### src/hdl/msi_pkg.sv
// Package for the markup stream indenter: payload and command types, byte codes,
// depth limits and the indent length function. No dependencies.
`timescale 1ns / 1ps

package msi_pkg;

  localparam int unsigned MaxDepth     = 15;
  localparam int unsigned IndentSpaces = 4;
  localparam int unsigned DepthW       = 4;
  localparam int unsigned IndentW      = 6;
  localparam int unsigned CmdDepth     = 2;

  localparam logic [7:0] ChLt    = 8'h3C;
  localparam logic [7:0] ChGt    = 8'h3E;
  localparam logic [7:0] ChSlash = 8'h2F;
  localparam logic [7:0] ChQuest = 8'h3F;
  localparam logic [7:0] ChLf    = 8'h0A;
  localparam logic [7:0] ChCr    = 8'h0D;
  localparam logic [7:0] ChTab   = 8'h09;
  localparam logic [7:0] ChSp    = 8'h20;

  typedef struct packed {
    logic [7:0] in_byte;
    logic       end_of_stream;
  } msi_in_t;

  typedef struct packed {
    logic [7:0] out_byte;
    logic       last_of_run;
  } msi_out_t;

  // One output run: optional line feed, indent spaces, optional '<', optional byte.
  typedef struct packed {
    logic               lead_lf;
    logic [IndentW-1:0] indent_len;
    logic               emit_lt;
    logic               emit_byte;
    logic [7:0]         run_byte;
  } msi_cmd_t;

  function automatic logic [IndentW-1:0] indent_of(input logic [DepthW-1:0] depth);
    logic [IndentW-1:0] len;
    len = IndentW'(depth) * IndentW'(IndentSpaces);
    return len;
  endfunction

endpackage

### src/hdl/msi_front.sv
// Front end of the markup stream indenter: takes input transfers, tracks nesting
// state and turns each byte into at most one output run command. Depends on msi_pkg.
`timescale 1ns / 1ps

module msi_front (
  input  logic               clk_i,
  input  logic               rst_ni,
  input  logic               push,
  input  msi_pkg::msi_in_t   in_item_i,
  input  logic               cmd_full_i,
  output logic               cmd_push_o,
  output msi_pkg::msi_cmd_t  cmd_o
);

  logic [msi_pkg::DepthW-1:0] depth_q, depth_d;
  logic                       line_started_q, line_started_d;
  logic                       first_q, first_d;
  logic                       close_mark_q, close_mark_d;
  logic                       lt_pending_q, lt_pending_d;

  logic [msi_pkg::DepthW-1:0] depth_up, depth_dn;
  logic [7:0]                 c;
  logic                       is_space, is_mark, accept;
  msi_pkg::msi_cmd_t          cmd;

  assign c        = in_item_i.in_byte;
  assign accept   = push && !cmd_full_i;
  assign depth_up = (depth_q < msi_pkg::DepthW'(msi_pkg::MaxDepth)) ? depth_q + 1'b1 : depth_q;
  assign depth_dn = (depth_q != '0) ? depth_q - 1'b1 : depth_q;
  assign is_space = (c == msi_pkg::ChSp) || (c >= msi_pkg::ChTab && c <= msi_pkg::ChCr);
  assign is_mark  = (c == msi_pkg::ChSlash) || (c == msi_pkg::ChQuest);

  always_comb begin
    depth_d        = depth_q;
    line_started_d = line_started_q;
    first_d        = first_q;
    close_mark_d   = close_mark_q;
    lt_pending_d   = lt_pending_q;
    cmd            = '0;
    cmd.run_byte   = c;
    if (in_item_i.end_of_stream) begin
      if (lt_pending_q) begin
        cmd.indent_len = msi_pkg::indent_of(depth_q);
        cmd.emit_lt    = 1'b1;
      end else if (!line_started_q) begin
        cmd.lead_lf = 1'b1;
      end
      depth_d        = '0;
      line_started_d = 1'b1;
      first_d        = 1'b1;
      close_mark_d   = 1'b0;
      lt_pending_d   = 1'b0;
    end else if (lt_pending_q) begin
      if (c != msi_pkg::ChSlash) begin
        cmd.indent_len = msi_pkg::indent_of(depth_q);
        depth_d        = depth_up;
      end else begin
        cmd.indent_len = msi_pkg::indent_of(depth_dn);
        depth_d        = depth_dn;
      end
      cmd.emit_lt    = 1'b1;
      cmd.emit_byte  = (c != msi_pkg::ChLf);
      line_started_d = 1'b1;
      lt_pending_d   = 1'b0;
      close_mark_d   = is_mark;
      first_d        = 1'b0;
    end else if (c == msi_pkg::ChLt) begin
      cmd.lead_lf  = !first_q;
      lt_pending_d = 1'b1;
      close_mark_d = 1'b0;
      first_d      = 1'b0;
    end else if (c == msi_pkg::ChGt) begin
      cmd.emit_byte = 1'b1;
      if (close_mark_q) begin
        depth_d = depth_dn;
      end
      line_started_d = 1'b0;
      close_mark_d   = 1'b0;
      first_d        = 1'b0;
    end else begin
      if (c != msi_pkg::ChLf && c != msi_pkg::ChCr) begin
        if (!is_space) begin
          if (!line_started_q) begin
            cmd.lead_lf    = 1'b1;
            cmd.indent_len = msi_pkg::indent_of(depth_q);
          end
          line_started_d = 1'b1;
        end
        cmd.emit_byte = 1'b1;
      end
      close_mark_d = is_mark;
      first_d      = 1'b0;
    end
  end

  assign cmd_o      = cmd;
  assign cmd_push_o = accept &&
                      (cmd.lead_lf || cmd.indent_len != '0 || cmd.emit_lt || cmd.emit_byte);

  always_ff @(posedge clk_i or negedge rst_ni) begin
    if (!rst_ni) begin
      depth_q        <= '0;
      line_started_q <= 1'b1;
      first_q        <= 1'b1;
      close_mark_q   <= 1'b0;
      lt_pending_q   <= 1'b0;
    end else if (accept) begin
      depth_q        <= depth_d;
      line_started_q <= line_started_d;
      first_q        <= first_d;
      close_mark_q   <= close_mark_d;
      lt_pending_q   <= lt_pending_d;
    end
  end

endmodule

### src/hdl/msi_cmd_fifo.sv
// Short command queue between the front end and the output sequencer of the
// markup stream indenter. Depends on msi_pkg.
`timescale 1ns / 1ps

module msi_cmd_fifo (
  input  logic              clk_i,
  input  logic              rst_ni,
  input  logic              wr_en_i,
  input  msi_pkg::msi_cmd_t wr_data_i,
  input  logic              rd_en_i,
  output msi_pkg::msi_cmd_t rd_data_o,
  output logic              full_o,
  output logic              empty_o
);

  localparam int unsigned PtrW = (msi_pkg::CmdDepth > 1) ? $clog2(msi_pkg::CmdDepth) : 1;
  localparam int unsigned CntW = $clog2(msi_pkg::CmdDepth + 1);

  msi_pkg::msi_cmd_t mem_q [msi_pkg::CmdDepth];
  logic [PtrW-1:0]   wr_ptr_q, rd_ptr_q;
  logic [CntW-1:0]   count_q;
  logic              do_wr, do_rd;

  assign full_o    = (count_q == CntW'(msi_pkg::CmdDepth));
  assign empty_o   = (count_q == '0);
  assign do_wr     = wr_en_i && !full_o;
  assign do_rd     = rd_en_i && !empty_o;
  assign rd_data_o = mem_q[rd_ptr_q];

  always_ff @(posedge clk_i) begin
    if (do_wr) begin
      mem_q[wr_ptr_q] <= wr_data_i;
    end
  end

  always_ff @(posedge clk_i or negedge rst_ni) begin
    if (!rst_ni) begin
      wr_ptr_q <= '0;
      rd_ptr_q <= '0;
      count_q  <= '0;
    end else begin
      if (do_wr) begin
        wr_ptr_q <= (wr_ptr_q == PtrW'(msi_pkg::CmdDepth - 1)) ? '0 : wr_ptr_q + 1'b1;
      end
      if (do_rd) begin
        rd_ptr_q <= (rd_ptr_q == PtrW'(msi_pkg::CmdDepth - 1)) ? '0 : rd_ptr_q + 1'b1;
      end
      if (do_wr && !do_rd) begin
        count_q <= count_q + 1'b1;
      end else if (do_rd && !do_wr) begin
        count_q <= count_q - 1'b1;
      end
    end
  end

endmodule

### src/hdl/msi_back.sv
// Output sequencer of the markup stream indenter: expands run commands into
// single bytes behind an output register. Depends on msi_pkg.
`timescale 1ns / 1ps

module msi_back (
  input  logic                clk_i,
  input  logic                rst_ni,
  input  logic                cmd_empty_i,
  input  msi_pkg::msi_cmd_t   cmd_i,
  output logic                cmd_pop_o,
  input  logic                pop,
  output logic                empty,
  output msi_pkg::msi_out_t   out_item_o
);

  logic                        busy_q, busy_d;
  logic                        lf_q, lf_d;
  logic [msi_pkg::IndentW-1:0] cnt_q, cnt_d;
  logic                        lt_q, lt_d;
  logic                        bv_q, bv_d;
  logic [7:0]                  byte_q, byte_d;
  logic                        out_vld_q, out_vld_d;
  msi_pkg::msi_out_t           out_q, out_d;
  logic                        slot_free, last;
  logic [7:0]                  nxt;

  assign slot_free = !out_vld_q || pop;

  always_comb begin
    busy_d    = busy_q;
    lf_d      = lf_q;
    cnt_d     = cnt_q;
    lt_d      = lt_q;
    bv_d      = bv_q;
    byte_d    = byte_q;
    out_vld_d = out_vld_q;
    out_d     = out_q;
    cmd_pop_o = 1'b0;
    nxt       = byte_q;
    last      = 1'b0;
    if (busy_q && slot_free) begin
      if (lf_q) begin
        nxt  = msi_pkg::ChLf;
        lf_d = 1'b0;
      end else if (cnt_q != '0) begin
        nxt   = msi_pkg::ChSp;
        cnt_d = cnt_q - 1'b1;
      end else if (lt_q) begin
        nxt  = msi_pkg::ChLt;
        lt_d = 1'b0;
      end else begin
        nxt  = byte_q;
        bv_d = 1'b0;
      end
      last              = !(lf_d || cnt_d != '0 || lt_d || bv_d);
      busy_d            = !last;
      out_vld_d         = 1'b1;
      out_d.out_byte    = nxt;
      out_d.last_of_run = last;
    end else begin
      if (slot_free) begin
        out_vld_d = 1'b0;
      end
      if (!busy_q && !cmd_empty_i) begin
        cmd_pop_o = 1'b1;
        busy_d    = 1'b1;
        lf_d      = cmd_i.lead_lf;
        cnt_d     = cmd_i.indent_len;
        lt_d      = cmd_i.emit_lt;
        bv_d      = cmd_i.emit_byte;
        byte_d    = cmd_i.run_byte;
      end
    end
  end

  always_ff @(posedge clk_i or negedge rst_ni) begin
    if (!rst_ni) begin
      busy_q    <= 1'b0;
      out_vld_q <= 1'b0;
    end else begin
      busy_q    <= busy_d;
      out_vld_q <= out_vld_d;
    end
  end

  always_ff @(posedge clk_i) begin
    lf_q   <= lf_d;
    cnt_q  <= cnt_d;
    lt_q   <= lt_d;
    bv_q   <= bv_d;
    byte_q <= byte_d;
    out_q  <= out_d;
  end

  assign empty      = !out_vld_q;
  assign out_item_o = out_q;

endmodule

### src/hdl/markup_stream_indenter.sv
// Top level of the markup stream indenter: front end, command queue and output
// sequencer. Depends on msi_pkg, msi_front, msi_cmd_fifo and msi_back.
// A result byte passes the command queue, the run registers and the output register.
// Flow: the output sequencer loads a run command, then sends its bytes, and takes no new
// command until the run is sent; indent runs of up to 62 bytes hold the queue full.
// Reset clears nesting state, the command queue and the output valid flag at once.
`timescale 1ns / 1ps

module markup_stream_indenter (
  input  logic              clk_i,
  input  logic              rst_ni,
  input  logic              push,
  output logic              full,
  input  msi_pkg::msi_in_t  in_item_i,
  output logic              empty,
  input  logic              pop,
  output msi_pkg::msi_out_t out_item_o
);

  msi_pkg::msi_cmd_t wr_cmd, rd_cmd;
  logic              cmd_push, cmd_pop, cmd_full, cmd_empty;

  assign full = cmd_full;

  msi_front u_front (
    .clk_i      (clk_i),
    .rst_ni     (rst_ni),
    .push       (push),
    .in_item_i  (in_item_i),
    .cmd_full_i (cmd_full),
    .cmd_push_o (cmd_push),
    .cmd_o      (wr_cmd)
  );

  msi_cmd_fifo u_fifo (
    .clk_i     (clk_i),
    .rst_ni    (rst_ni),
    .wr_en_i   (cmd_push),
    .wr_data_i (wr_cmd),
    .rd_en_i   (cmd_pop),
    .rd_data_o (rd_cmd),
    .full_o    (cmd_full),
    .empty_o   (cmd_empty)
  );

  msi_back u_back (
    .clk_i       (clk_i),
    .rst_ni      (rst_ni),
    .cmd_empty_i (cmd_empty),
    .cmd_i       (rd_cmd),
    .cmd_pop_o   (cmd_pop),
    .pop         (pop),
    .empty       (empty),
    .out_item_o  (out_item_o)
  );

endmodule

### config.mk
export PLATFORM = sky130hd
export DESIGN_NAME = markup_stream_indenter
export DESIGN_NICKNAME = d
export VERILOG_FILES = /design/src/hdl/msi_pkg.sv /design/src/hdl/msi_front.sv /design/src/hdl/msi_cmd_fifo.sv /design/src/hdl/msi_back.sv /design/src/hdl/markup_stream_indenter.sv
export SDC_FILE = /design/constraint.sdc
export NUM_CORES = 1
export LEC_CHECK = 0
export CAP_MARGIN = 30
export CORE_ASPECT_RATIO = 1.25
export CORE_UTILIZATION = 35
export CTS_BUF_LIST = sky130_fd_sc_hd__clkbuf_8 sky130_fd_sc_hd__clkbuf_16
export CTS_CLUSTER_SIZE = 20
export DETAILED_ROUTE_END_ITERATION = 8
export DONT_BUFFER_PORTS = 1
export SETUP_SLACK_MARGIN = 0.4
export SLEW_MARGIN = 20
export SYNTH_ARGS = -nofsm -noshare
export SYNTH_HDL_FRONTEND = slang
export SYNTH_HIERARCHICAL = 1
export SYNTH_SLANG_ARGS = --single-unit
export TNS_END_PERCENT = 30
### constraint.sdc
create_clock -name clk_i -period 2.1 [get_ports clk_i]
set_input_delay 0.105 -clock clk_i [delete_from_list [all_inputs] [get_ports clk_i]]
set_output_delay 0.105 -clock clk_i [all_outputs]
set_load 0.005 [all_outputs]
Word level (Yosys, flattened, before mapping)
Memories as Yosys holds them, arrays and structs flattened.
Cells that the tools add are included.
W data, S select, Z words.

storage, ports and cells
  memory bits (writable) = 34
  bits of input ports = 13
  output and inout bits = 11
  flip-flop bits (word level) = 40
  word-level logic and storage cells = 160
  memories kept = 1

memories
  memory        depth  width  read ports  clocked after memory_dff  write ports  RTL line            RTL
  u_fifo.mem_q  2      17     1           0                         1            msi_cmd_fifo.sv:19  msi_pkg::msi_cmd_t mem_q [msi_pkg::CmdDepth];

operators by class
  $add $sub $neg = 7
  bitwise operators = 1
  $lt $le $gt $ge = 3
  mux-type cells = 74
  reduce and logical (&&, ||, !) cells = 43
  equality and inequality tests = 12

operators with widths
  operator               count
  $mux W6                10
  $mux W1                48
  $eq A8 B6 Y1 const B   5
  $mux W7                5
  $mux W4                8
  $reduce_bool A6 Y1     3
  $ne A8 B4 Y1 const B   2
  $logic_and A1 B1 Y1    10
  $logic_or A1 B1 Y1     9
  $ge A8 B4 Y1 const B   1
  $le A8 B4 Y1 const B   1
  $logic_not A1 Y1       8
  $mux W8                1
  $ne A8 B6 Y1 const B   1
  $reduce_bool A4 Y1     2
  $reduce_bool A2 Y1     3
  $reduce_bool A3 Y1     2
  $sub A6 B1 Y6 const B  1
  $reduce_and A5 Y1      1
  $add A4 B1 Y4 const B  1
  $lt A4 B4 Y1 const B   1
  $mux W2                2
  $ne A4 B3 Y1 const B   1
  $ne A4 B4 Y1 const B   1
  12 further kinds       13

Depth between registers and ports, before layout
Gate-level depths: netlist (run 1).

  depth in word-level cells = 19
  gate-level depth with buffers = 12

Hierarchy
Netlist (run 1), hierarchy kept.

modules (own cells, without submodules)
  module        cells an instance  area an instance (um2)  instances
  msi_cmd_fifo  72                 1,473.9                 1
  msi_back      107                1,287.5                 1
  msi_front     130                984.7                   1

Worst setup path after synthesis (run 1)
OpenSTA, ideal clock, no wires.

  path type = input port to flip-flop
  start point = input in_item_i[1] (netlist name)
  end point = memory u_fifo/mem_q[0][0] (netlist name), enable pin
  arrival = 2,202 ps
  library setup time = 390 ps
  buffers on the path = 0
  stages on the path = 6
  path slack = -493 ps
  required time = 1,710 ps
  cells stage by stage = or4b_4 -> nor3_1 -> a21oi_1 -> a31oi_1 -> nand2_1 -> nor2_1

between the ends
  longest elaborated chain between the ends = 17
  elaborated cells between the ends (all ways) = 33

ends and longest elaborated chain
  item                                                 RTL line                      RTL
  start, declared                                      markup_stream_indenter.sv:14  input msi_pkg::msi_in_t in_item_i,
  $ge A8 B4 Y1 / $le A8 B4 Y1 (equally long branches)  msi_front.sv:30               assign is_space = (c == msi_pkg::ChSp) || (c >= msi_pkg::ChTab && c <= msi_pkg::ChCr);
  $logic_and A1 B1 Y1                                  msi_front.sv:30
  $logic_or A1 B1 Y1                                   msi_front.sv:30
  $mux W7                                              msi_front.sv:82               if (!is_space) begin
  $mux W7                                              msi_front.sv:81               if (c != msi_pkg::ChLf && c != msi_pkg::ChCr) begin
  $mux W7                                              msi_front.sv:72               end else if (c == msi_pkg::ChGt) begin
  $mux W6                                              msi_front.sv:67               end else if (c == msi_pkg::ChLt) begin
  $mux W6                                              msi_front.sv:53               end else if (lt_pending_q) begin
  $mux W8                                              msi_front.sv:41               if (in_item_i.end_of_stream) begin
  $reduce_bool A6 Y1                                   msi_front.sv:98               (cmd.lead_lf || cmd.indent_len != '0 || cmd.emit_lt || cmd.emit_byte);
  $logic_or A1 B1 Y1 (2 in a row)                      msi_front.sv:98
  $logic_or A1 B1 Y1 (*)                               msi_front.sv:98
  $logic_and A1 B1 Y1 (*)                              msi_front.sv:97               assign cmd_push_o = accept &&
  via cmd_push                                         markup_stream_indenter.sv:21  logic cmd_push, cmd_pop, cmd_full, cmd_empty;
  $logic_and A1 B1 Y1 (*)                              msi_cmd_fifo.sv:26            assign do_wr = wr_en_i && !full_o;
  $mux W1 (*)                                          msi_cmd_fifo.sv:31            if (do_wr) begin
  $mux W1 (not written as such) (*)                    msi_cmd_fifo.sv:32            mem_q[wr_ptr_q] <= wr_data_i;
  end, declared                                        msi_cmd_fifo.sv:19

The timed path passes the listed nets; every way through them passes the cells marked *.

Worst setup path after layout (run 1)
  start point = register u_back/cnt_q[1] (netlist name)
  end point = register u_back.busy_q

between the ends
  longest elaborated chain between the ends = 9
  elaborated cells between the ends (all ways) = 16

ends and longest elaborated chain
  item                                                        RTL line                        RTL
  start, declared                                             msi_back.sv:18                  logic [msi_pkg::IndentW-1:0] cnt_q, cnt_d;
  start signal, assigned                                      msi_back.sv:88                  cnt_q <= cnt_d;
  $sub A6 B1 Y6 / $reduce_bool A6 Y1 (equally long branches)  msi_back.sv:47, msi_back.sv:45
  $mux W6                                                     msi_back.sv:45                  end else if (cnt_q != '0) begin
  $mux W6                                                     msi_back.sv:42                  if (lf_q) begin
  $mux W6                                                     msi_back.sv:41                  if (busy_q && slot_free) begin
  $reduce_bool A6 Y1                                          msi_back.sv:55                  last = !(lf_d || cnt_d != '0 || lt_d || bv_d);
  $logic_or A1 B1 Y1 (2 in a row)                             msi_back.sv:55
  $logic_or A1 B1 Y1 (*)                                      msi_back.sv:55
  $mux W1 (*)                                                 msi_back.sv:41
  end signal, assigned                                        msi_back.sv:81                  busy_q <= busy_d;
  end, declared                                               msi_back.sv:16                  logic busy_q, busy_d;

Every way passes the cells marked *; elsewhere a longest branch is shown, timed or not. The select of a mux whose other input is x is not followed.
A chain may end at the register's enable or synchronous reset.

==> results of run 1 <==
-- worst max-delay path, cell delays in order (launching register included) --
cell      delay, ns
edfxtp_1       0.40
inv_2          0.09
ha_4           0.13
or4b_4         0.48
or3_4          0.36
a21oi_2        0.14
and4_4         0.25
a21oi_2        0.05
-- per-layer routing --
layer / wire, µm / share of wire [%] / vias up / GRT usage [%]
li1: - / - / 1237 / -
met1: 3180 / 43 / 1254 / 17.6
met2: 3870 / 52 / 51 / 23.9
met3: 234 / 3.1 / 16 / 4.07
met4: 191 / 2.6 / 0 / 5.11
met5: 0 / 0 / - / 0
-- placed cells by master, fill, tap and decap left out, types with 3 or more instances in the layout --
| cell | instances |
|---|---|
| edfxtp_1 | 60 |
| buf_4 | 42 |
| nand2_1 | 27 |
| nor2_1 | 24 |
| nor3_1 | 12 |
| dlygate4sd3_1 | 11 |
| dfrtp_1 | 11 |
| clkbuf_16 | 9 |
| a21oi_1 | 9 |
| mux2_4 | 9 |
| mux2_2 | 9 |
| inv_1 | 8 |
| o21ai_0 | 8 |
| nand2b_1 | 6 |
| inv_6 | 5 |
| a21oi_2 | 5 |
| o21ai_1 | 5 |
| xnor2_1 | 5 |
| inv_2 | 4 |
| and2_1 | 4 |
| a22o_1 | 4 |
| or4b_4 | 3 |
| nor2b_1 | 3 |
| buf_6 | 3 |
| nand3b_1 | 3 |
-- path summary, 6_finish.rpt --
path / end / slack, ns
setup / recovery: u_back/busy_q / 0.08
hold / removal: u_front/depth_q[1] / 0.01
setup reg to reg: u_back/busy_q / 0.08
hold reg to reg: u_front/first_q / 0.47
max in group asynchronous: u_front/depth_q[3] / 1.26
min in group asynchronous: u_front/close_mark_q / 0.30
-- per-stage QoR --
stage | power, µW | worst slack (ns) | cells
global placement | 3160 | 0.0606 | 443
finish | 5170 | 0.0827 | 493
detailed placement | 3200 | 0.00903 | 443
floorplan | 2910 | 0.0593 | 310
CTS | 5030 | 0.0805 | 486
global route | 5420 | 0.0129 | 493
-- cell families after synthesis --
kind of cell / after synthesis
flops: 74
buf+inv: 35
compound gates: 57
simple gates: 111
other cells: 1
fa+ha+maj: 5
mux: 19
xor+xnor: 7
-- where the power goes --
| part | internal (µW) | switching (µW) |
|---|---|---|
| registers | 1840 | 151 |
| logic | 856 | 759 |
| clock network | 940 | 616 |
-- layout make-up --
type	count	share of cell area, %
Sequential cell	74	44.9
Tap cell	129	3.36
Timing Repair Buffer	60	11.6
Multi-Input combinational cell	201	32.6
Clock inverter	7	1.69
Inverter	13	1.07
Clock buffer	9	4.69
-- cells in the mapped netlist, drive strengths merged (3+ instances only) --
library cell / n
edfxtp: 60
nand2: 29
nor2: 28
mux2: 18
buf: 15
a21oi: 14
inv: 13
nor3: 13
o21ai: 13
dfrtp: 12
nand2b: 8
clkbuf: 7
xnor2: 5
a22o: 4
and2: 4
ha: 4
nor2b: 4
a31oi: 3
and3: 3
nand3b: 3
nor4: 3
or3: 3
or4b: 3
-- registers in the layout (all words and copies together) (netlist names), 2 cells and up --
name / flops
u_back/byte_q: 8
u_back/cnt_q: 6
u_back/out_item_o: 9
u_fifo/count_q: 2
u_fifo/mem_q: 34
u_front/depth_q: 4
-- repair_timing --
item | in CTS | in global routing
gates cloned | 2 | 0
resized for setup | 18 | 18
hold buffers | 11 | 0
endpoints found under the hold margin | 39 | 0
endpoints found under the setup margin | 53 | 52
pin swaps | 0 | 5
buffers inserted | 14 | 7
==> results.txt, run 1 <==
Outcome: complete, no violations
Area of the core: 10300 µm²
DR pass1 iterations: 4
Worst Setup SP: u_back/cnt_q[1]
Leak: 0.00184 µW
Final Hold Viols: 0
Worst R2R Path Depth: 7
Flops & latches, synth: 74
Slew headroom: 47.2%
Largest family of logic cells by synthesized area: simple AND/OR/NAND/NOR gates
Boundary Pins: 24
Largest net degree at the start of global routing: 18
Die area: 11100 µm²
Initial Utilization: 36.5%
DR vias/cell: 5.19
Max-cap violations: 0
Multiplexer share of the synthesized area: 6.58%
Total CTS buffers: 9
Gpl congestion: 0.804
Final net count: 376
Crit path kind: reg2reg
Synth Flop Type: edfxtp_1
Min-Delay Startpoint: in_item_i[0]
Fin crit period: 2.02 ns
Detailed-route DRC error count: 0
Clock skew: 0.00891 ns
Fmax: 496 MHz
Global route overflow: 0
Post-DP HPWL: 4930 µm
Slew Limit Fails: 0
Period utilization: 96.1%
Post-synthesis adder-cell area fraction: 1.60%
Initial antenna violation count: 0
ANT cells: 0
Worst Tran Pin Value: 0.789 ns
Clk slew on worst S/H paths: 0.06 ns
Setup TNS: 0 ns
Worst-path maximum fanout: 4
Detail Route Antenna Nets: 0
Post-synth ARST share: 18.9%
Vias in the first global route: 2522
GRT Total Usage: 14.4%
I/O Buffers: 0
Sequential fraction of the synthesis area: 57.5%
Worst setup SP type: flip-flop
Initial DRC Count: 76
Synth Area in Compound Gates: 11.4%
Post-synthesis instance total: 309
Synth area leader: edfxtp_1
Maximum clock insertion buffer count: 2
TritonCTS clock tree: yes
Die width: 94.5 µm
Post-synth top area share: 48.1%
Post-Synth XOR/XNOR Area: 1.64%
Synth area leaders: edfxtp_1 48%, dfrtp_1 8.0%, mux2_4 3.6%, nand2_1 2.9%, nor2_1 2.8%
Fin util: 46.8%
Post-synth EDFFs: 60
Dpl cell area: 4030 µm²
Maximum VDD drop: 0.000505 V
WL per Instance: 15.2 µm
Final Instance Area: 4800 µm²
Critical path endpoint category: flip-flop
# rows: 41
WHS Path Cells: 3
Synth warn: 6
Hold_ws: 0.0147 ns
Detailed-route wire length: 7480 µm
Worst-Skew Late Latency: 0.33 ns
Die H: 118 µm
Vias: 2558
Footprint of the multi-input gates: 1570 µm²
Hold Crit Class: in2reg
Pwr dens: 1080 nW/µm²
H-tree levels: 3
Post-synth cell types: 63
Worst EP required: 2.30 ns
Setup violations, final: 0
RSZ-0062 raised after global routing: yes
Post-synthesis cell area: 3750 µm²
Fraction of layout cells with a size suffix above 1: 34.3%
Simple-Gate Fraction of Synth Area: 15.7%
CTS sink cnt: 74
Register area: 2160 µm²
Filler cells: 912
R2R Path Start: u_back/cnt_q[1]
First-pass GRT wire length: 12400 µm
CTS root buffer: clkbuf_16
Avg Inst Size Synth: 12.1 µm²
Area grow syn2layout: 28.2%
Worst Path Arrival: 2.21 ns
Note: power is estimated with default switching activity, not from simulation.
==> run 2, diff against run 1 <==
--- a/config.mk
+++ b/config.mk
@@ -12,6 +12,8 @@
 export CTS_CLUSTER_SIZE = 20
 export DETAILED_ROUTE_END_ITERATION = 8
 export DONT_BUFFER_PORTS = 1
+export GPL_TIMING_DRIVEN = 0
+export HOLD_SLACK_MARGIN = 0.15
 export SETUP_SLACK_MARGIN = 0.4
 export SLEW_MARGIN = 20
 export SYNTH_ARGS = -nofsm -noshare
==> run 2 against run 1 <==
  * Critical path depth unchanged
  * Register-to-register slack got worse by 0.03 ns
  * Sequential share of layout area decreased by 0.25 points
  * Clock skew decreased by 0.0012 ns
  * Die area stayed put
  * Hold slack improved by 0.16 ns
  * First-iteration DRC count is 51% higher
  * Worst setup slack worse by 0.032 ns
  * Core utilization grew 0.29 points
  * Critical path type unchanged
  * Largest cell class unchanged
  * Highest routed layer unchanged
==> results.txt, run 2 (synthesis gave the netlist of run 1 again) <==
I/O Buffers: 0 (unchanged)
Fmax: 488 MHz (-1.6%)
CTS root buffer: clkbuf_16
FF-to-FF End: u_back/busy_q
Net switching power: 1590 µW (+4.1%)
Clk slew on worst S/H paths: 0.06 ns (about the same)
Crit path kind: reg2reg
Gpl congestion: 0.857 (+6.6%)
Initial DRC Count: 115 (+51%)
Vias: 2525 (-1.3%)
Worst setup SP type: flip-flop
Comb power frac: 31.4% (about the same)
Largest net degree at the start of global routing: 18 (unchanged)
WP buf/inv: 1 (unchanged)
Worst R2R Path Depth: 7 (unchanged)
Non-filler cells in the finished layout: 487 (-1.2%)
ANT cells: 0 (unchanged)
GRT Total Usage: 13.9% (-0.46 points)
Leak: 0.00180 µW (-2.1%)
Setup violations, final: 0 (unchanged)
Die area: 11100 µm² (unchanged)
Reg2reg setup slack: 0.05 ns (-0.03 ns)
TritonCTS clock tree: yes
Worst-Skew Late Latency: 0.33 ns (about the same)
Area of the core: 10300 µm² (unchanged)
Detailed-route DRC error count: 0 (unchanged)
Pwr dens: 1070 nW/µm² (-0.22%)
Die width: 94.5 µm (unchanged)
Most frequent cells in the layout: 60 x edfxtp_1, 27 x nand2_1, 27 x buf_4
Total CTS buffers: 9 (unchanged)
Slew headroom: 49.7% (+2.5 points)
Maximum clock insertion buffer count: 2 (unchanged)
CP cell instances: inv_2 > ha_4 > or4b_4 > or3_4 > a21oi_2 > and4_4 > a21oi_2
Final Hold Viols: 0 (unchanged)
Setup TNS: 0 ns (unchanged)
Clock power share: 29.9% (-0.2 points)
Initial antenna violation count: 0 (unchanged)
Detail Route Antenna Nets: 0 (unchanged)
Sequential group share of total power: 38.7% (about the same)
Final net count: 370 (-1.6%)
Critical path endpoint category: flip-flop
Reg with most FFs: u_fifo/mem_q
Slowest-stage cell, CP: or4b_4
Period utilization: 97.6% (+1.5 points)
WHS Path Cells: 3 (unchanged)
Maximum VDD drop: 0.000630 V (+25%)
Leading cell type in the layout, fill and taps excluded: edfxtp_1
Dpl cells: 439 (-0.90%)
RSZ-0062 raised after global routing: yes
Number of flip-flops in the largest register: 34 (unchanged)
Hold Crit Class: in2reg
Filler cells: 902 (-1.1%)
CTS sink cnt: 74 (unchanged)
R2R Path Start: u_back/cnt_q[1]
Total Power: 5190 µW (+0.41%)
Die H: 118 µm (unchanged)
P_int: 3600 µW (-1.2%)
First-pass GRT wire length: 11800 µm (-4.8%)
Slew Limit Fails: 0 (unchanged)
Sw frac: 30.6% (+1.1 points)
Fraction of layout cells with a size suffix above 1: 36.9% (+2.5 points)
Worst-path maximum fanout: 4 (unchanged)
Worst Path Arrival: 2.24 ns (+0.03 ns)
Fin crit period: 2.05 ns (+0.0323 ns)
DR vias/cell: 5.18 (about the same)
Clock skew: 0.00776 ns (-0.00115 ns)
Vias in the first global route: 2427 (-3.8%)
Max-cap violations: 0 (unchanged)
Worst Tran Pin Value: 0.752 ns (-0.0371 ns)
DR pass1 iterations: 4 (unchanged)
H-tree levels: 3 (unchanged)
Area grow syn2layout: 29.0%
Min-Delay Startpoint: in_item_i[1]
Outcome: complete, no violations
Worst path most repeated cell: a21oi_2
Initial Utilization: 36.5% (unchanged)
Largest delay share family, worst path: simple AND/OR/NAND/NOR gates
Crit-path max cell delay: 0.49 ns (about the same)
Hold EP: u_front/line_started_q
Worst EP required: 2.29 ns (about the same)
WL per Instance: 16.0 µm (+5.3%)
Post-DP HPWL: 4810 µm (-2.4%)
# rows: 41 (unchanged)
Boundary Pins: 24 (unchanged)
Global route overflow: 0 (unchanged)
Detailed-route wire length: 7780 µm (+4.0%)
-- run 2: timing repair --
| action | CTS | global route |
|---|---|---|
| resized for setup | 25 | 47 |
| pin swaps | 6 | 26 |
| gates cloned | 0 | 2 |
| hold endpoints to repair | 35 | 0 |
| hold buffers | 11 | 0 |
| endpoints found under the setup margin | 71 | 71 |
| buffers inserted | 13 | 6 |
-- run 2: worst reg2reg max path: cells and delay by family, from the launching register on --
kind | cells | cell delay (ns)
compound gates | 2 | 0.20
fa+ha+maj | 1 | 0.13
flops | 1 | 0.40
simple gates | 3 | 1.10
buf+inv | 1 | 0.09
-- run 2: worst max path at each step --
| stage | startpoint | to | slack (ns) | cells after the start |
|---|---|---|---|---|
| global route | u_back/cnt_q[0] | u_back/busy_q | -0.01 | 7 |
| detailed placement | in_item_i[1] | u_fifo/mem_q[0][10] | -0.24 | 6 |
| floorplan | in_item_i[5] | u_fifo/count_q[1] | 0.06 | 10 |
| finish | u_back/cnt_q[1] | u_back/busy_q | 0.05 | 7 |
| CTS | u_back/cnt_q[0] | u_back/busy_q | 0.06 | 7 |
| global placement | in_item_i[1] | u_fifo/mem_q[0][10] | -0.23 | 6 |
-- run 2: per-stage QoR --
step	hold slack [ns]	setup WS [ns]	cell area [µm²]	utilization (%)
6_report	0.176	0.0503	4830	47.1
5_1_grt	0.233	-0.0102	4830	47.1
4_1_cts	0.159	0.0642	4610	45.0
3_5_place_dp	-0.189	-0.242	3960	38.6
3_3_place_gp	-0.190	-0.230	3960	38.6
2_1_floorplan	-0.191	0.0593	3800	-
-- run 2: per-layer routing --
metal	track usage [%]	wire, µm	vias up
li1	-	-	1229
met1	16.9	3410	1224
met2	22.8	3960	56
met3	2.65	163	16
met4	7.77	240	0
met5	0	0	-
-- run 2: power groups by stage --
stage	clock (µW)	sequential, µW	combinational, µW
3_5_place_dp	0	2030	1120
2_1_floorplan	0	1990	917
3_3_place_gp	0	2020	1090
6_report	1550	2010	1630
4_1_cts	1590	1980	1410
5_1_grt	1660	2030	1750
-- run 2: area by class of cell --
class | count | area [µm²] | share of cell area, %
well taps | 129 | 161 | 3.34
inverters | 13 | 56.3 | 1.17
clock inverters | 7 | 83.8 | 1.73
flip-flops and latches | 74 | 2160 | 44.6
multi-input cells | 203 | 1690 | 35.0
plain buffers | 22 | 168 | 3.47
repair buffers | 30 | 289 | 5.98
clock buffers | 9 | 225 | 4.66
==> run 3, diff against run 2 <==
--- a/config.mk
+++ b/config.mk
@@ -5,13 +5,13 @@
 export SDC_FILE = /design/constraint.sdc
 export NUM_CORES = 1
 export LEC_CHECK = 0
+export BUFFER_PORTS_ARGS = -buffer_cell sky130_fd_sc_hd__buf_2
 export CAP_MARGIN = 30
 export CORE_ASPECT_RATIO = 1.25
 export CORE_UTILIZATION = 35
 export CTS_BUF_LIST = sky130_fd_sc_hd__clkbuf_8 sky130_fd_sc_hd__clkbuf_16
 export CTS_CLUSTER_SIZE = 20
 export DETAILED_ROUTE_END_ITERATION = 8
-export DONT_BUFFER_PORTS = 1
 export GPL_TIMING_DRIVEN = 0
 export HOLD_SLACK_MARGIN = 0.15
 export SETUP_SLACK_MARGIN = 0.4
==> run 3 against run 2 <==
  * Maximum frequency rose by 1.0%
  * Hold slack improved by 0.033 ns
  * Register-to-register slack improved by 0.02 ns
  * Largest power group unchanged
  * Worst setup slack improved by 0.020 ns
  * Clock skew barely moved
  * Sequential power barely moved
  * Sequential cell count did not move
  * Power fell by 2.6%
  * Sequential share of layout area fell by 1.0 points
  * Count of clock-buffer cells in the layout did not move
  * Non-clock buffer count rose by 22
  * First-iteration DRC count rose by 24%
==> results.txt, run 3 (synthesis gave the netlist of run 1 again) <==
CTS root buffer: clkbuf_16
Worst-path maximum fanout: 8 (+4)
Filler cells: 908 (+0.67%)
Leading cell type in the layout, fill and taps excluded: edfxtp_1
Die H: 118 µm (unchanged)
WL per Instance: 15.0 µm (-6.0%)
Detailed-route wire length: 7630 µm (-2.0%)
Sw frac: 31.3% (+0.64 points)
ANT cells: 0 (unchanged)
Period utilization: 96.6% (-0.97 points)
Setup violations, final: 0 (unchanged)
RSZ-0062 raised after global routing: yes
Worst R2R Path Depth: 6 (-1)
Area of the core: 10300 µm² (unchanged)
R2R Path Start: u_back/cnt_q[3]
Detailed-route DRC error count: 0 (unchanged)
GRT Total Usage: 14.0% (+0.094 points)
Worst-Skew Late Latency: 0.33 ns (about the same)
Vias in the first global route: 2445 (+0.74%)
Clock power share: 28.7% (-1.2 points)
# rows: 41 (unchanged)
Number of flip-flops in the largest register: 34 (unchanged)
Clock skew: 0.00741 ns (-0.000349 ns)
Vias: 2603 (+3.1%)
Worst EP required: 2.30 ns (about the same)
Fmax: 493 MHz (+1.0%)
Reg with most FFs: u_fifo/mem_q
Total CTS buffers: 9 (unchanged)
First-pass GRT wire length: 12000 µm (+1.3%)
Boundary Pins: 24 (unchanged)
Global route overflow: 0 (unchanged)
Gpl congestion: 0.867 (+1.1%)
Worst Tran Pin Value: 0.543 ns (-0.210 ns)
Fin util: 48.2% (+1.1 points)
Max-cap violations: 0 (unchanged)
Met1 usage: 16.8% (-0.11 points)
Maximum VDD drop: 0.000514 V (-18%)
Hold Crit Class: in2reg
Critical path endpoint category: flip-flop
Pwr dens: 1020 nW/µm² (-4.9%)
TritonCTS clock tree: yes
Hold_ws: 0.208 ns (+0.0325 ns)
Non-filler cells in the finished layout: 508 (+4.3%)
Die area: 11100 µm² (unchanged)
Final Hold Viols: 0 (unchanged)
Fraction of layout cells with a size suffix above 1: 42.5% (+5.6 points)
H-tree levels: 3 (unchanged)
Slew Limit Fails: 0 (unchanged)
CTS sink cnt: 74 (unchanged)
WHS Path Cells: 3 (unchanged)
I/O Buffers: 22 (+22)
Net switching power: 1580 µW (-0.56%)
Clk slew on worst S/H paths: 0.06 ns (about the same)
Fin crit period: 2.03 ns (-0.0204 ns)
Worst Path Arrival: 2.23 ns (about the same)
Post-DP HPWL: 5040 µm (+4.8%)
Reg2reg setup slack: 0.07 ns (+0.02 ns)
Area grow syn2layout: 32.1%
Worst setup SP type: flip-flop
Met3 Use GR: 2.71% (+0.065 points)
Total Power: 5050 µW (-2.6%)
Crit path kind: reg2reg
Detail Route Antenna Nets: 0 (unchanged)
DR vias/cell: 5.12 (-1.2%)
P_int: 3470 µW (-3.5%)
Largest net degree at the start of global routing: 18 (unchanged)
Maximum clock insertion buffer count: 2 (unchanged)
Initial DRC Count: 143 (+24%)
Routing usage on met2: 24.3% (+1.5 points)
Dpl cells: 462 (+5.2%)
Initial Utilization: 36.5% (unchanged)
Initial antenna violation count: 0 (unchanged)
Sequential group share of total power: 39.5% (+0.8 points)
Min-Delay Startpoint: in_item_i[8]
Leak: 0.00189 µW (+5.1%)
GRT busiest layer: met2
FF-to-FF End: u_back/busy_q
DR pass1 iterations: 4 (unchanged)
Final net count: 391 (+5.7%)
Outcome: complete, no violations
Slew headroom: 63.7% (+14 points)
Die width: 94.5 µm (unchanged)
Most frequent cells in the layout: 60 x edfxtp_1, 27 x buf_4, 26 x nand2_1
Comb power frac: 31.8% (+0.4 points)
Hold EP: u_front/close_mark_q
[run 3: cell types whose count changed in the layout (fill, tap and decap cells not counted), moves of 2 or more]
| cell | change |
|---|---|
| a21oi_2 | -2 |
| inv_4 | -2 |
| inv_2 | +2 |
| clkbuf_2 | +2 |
| nor3_2 | +2 |
| buf_2 | +19 |
| nor3_1 | -2 |
| nand2_2 | +2 |
[run 3: critical path, cell delays in order, from the launching register on]
cell and delay, ns:
edfxtp_1 0.36, buf_4 0.18, or4b_4 0.57, or3_4 0.37
a21oi_2 0.12, and4_4 0.24, a21oi_2 0.05
[run 3: worst max path at each step]
| stage | startpoint | endpoint | depth (start not counted) |
|---|---|---|---|
| after floorplan | in_item_i[5] | u_fifo/count_q[1] | 10 |
| after global placement | in_item_i[1] | u_fifo/mem_q[0][10] | 7 |
| after detailed placement | in_item_i[1] | u_fifo/mem_q[0][10] | 7 |
| after CTS | u_back/cnt_q[0] | u_back/busy_q | 7 |
| after global routing | u_back/cnt_q[3] | u_back/busy_q | 6 |
| final | u_back/cnt_q[3] | u_back/busy_q | 6 |
[run 3: layout make-up]
cell class / count / area (µm²) / area share, %
Buffer: 22 / 166 / 3.36
Tap cell: 129 / 161 / 3.26
Sequential cell: 74 / 2160 / 43.6
Multi-Input combinational cell: 202 / 1700 / 34.3
Clock inverter: 7 / 58.8 / 1.19
Timing Repair Buffer: 52 / 433 / 8.75
Inverter: 13 / 51.3 / 1.04
Clock buffer: 9 / 225 / 4.55
[run 3: stage by stage]
stage / cell area (µm²) / TNS (ns) / setup WS, ns
CTS: 4650 / 0 / 0.0178
detailed placement: 4080 / -13.54 / -0.443
floorplan: 3800 / 0 / 0.0593
finish: 4950 / 0 / 0.0707
global placement: 4070 / -12.73 / -0.417
global route: 4950 / -0.00848 / -0.00848
[run 3: power groups by stage]
stage	sequential [µW]	clock [µW]	combinational, µW
2_1_floorplan	1990	0	917
3_3_place_gp	2020	0	1140
3_5_place_dp	2030	0	1170
4_1_cts	1980	1490	1390
5_1_grt	2020	1540	1750
6_report	2000	1450	1610
[run 3: timing repair]
item | in CTS | in global routing
hold buffers | 9 | 1
setup endpoints to repair | 69 | 73
setup buffers | 13 | 5
cloned | 0 | 2
endpoints found under the hold margin | 29 | 2
gates resized for setup | 22 | 64
pin swaps | 10 | 31
[run 3: layer usage]
layer,routed length [µm],vias to the layer above,share of wire (%)
li1,-,1277,-
met1,3230,1267,42
met2,4050,46,53
met3,201,13,2.6
met4,149,0,2.0
met5,0,-,0
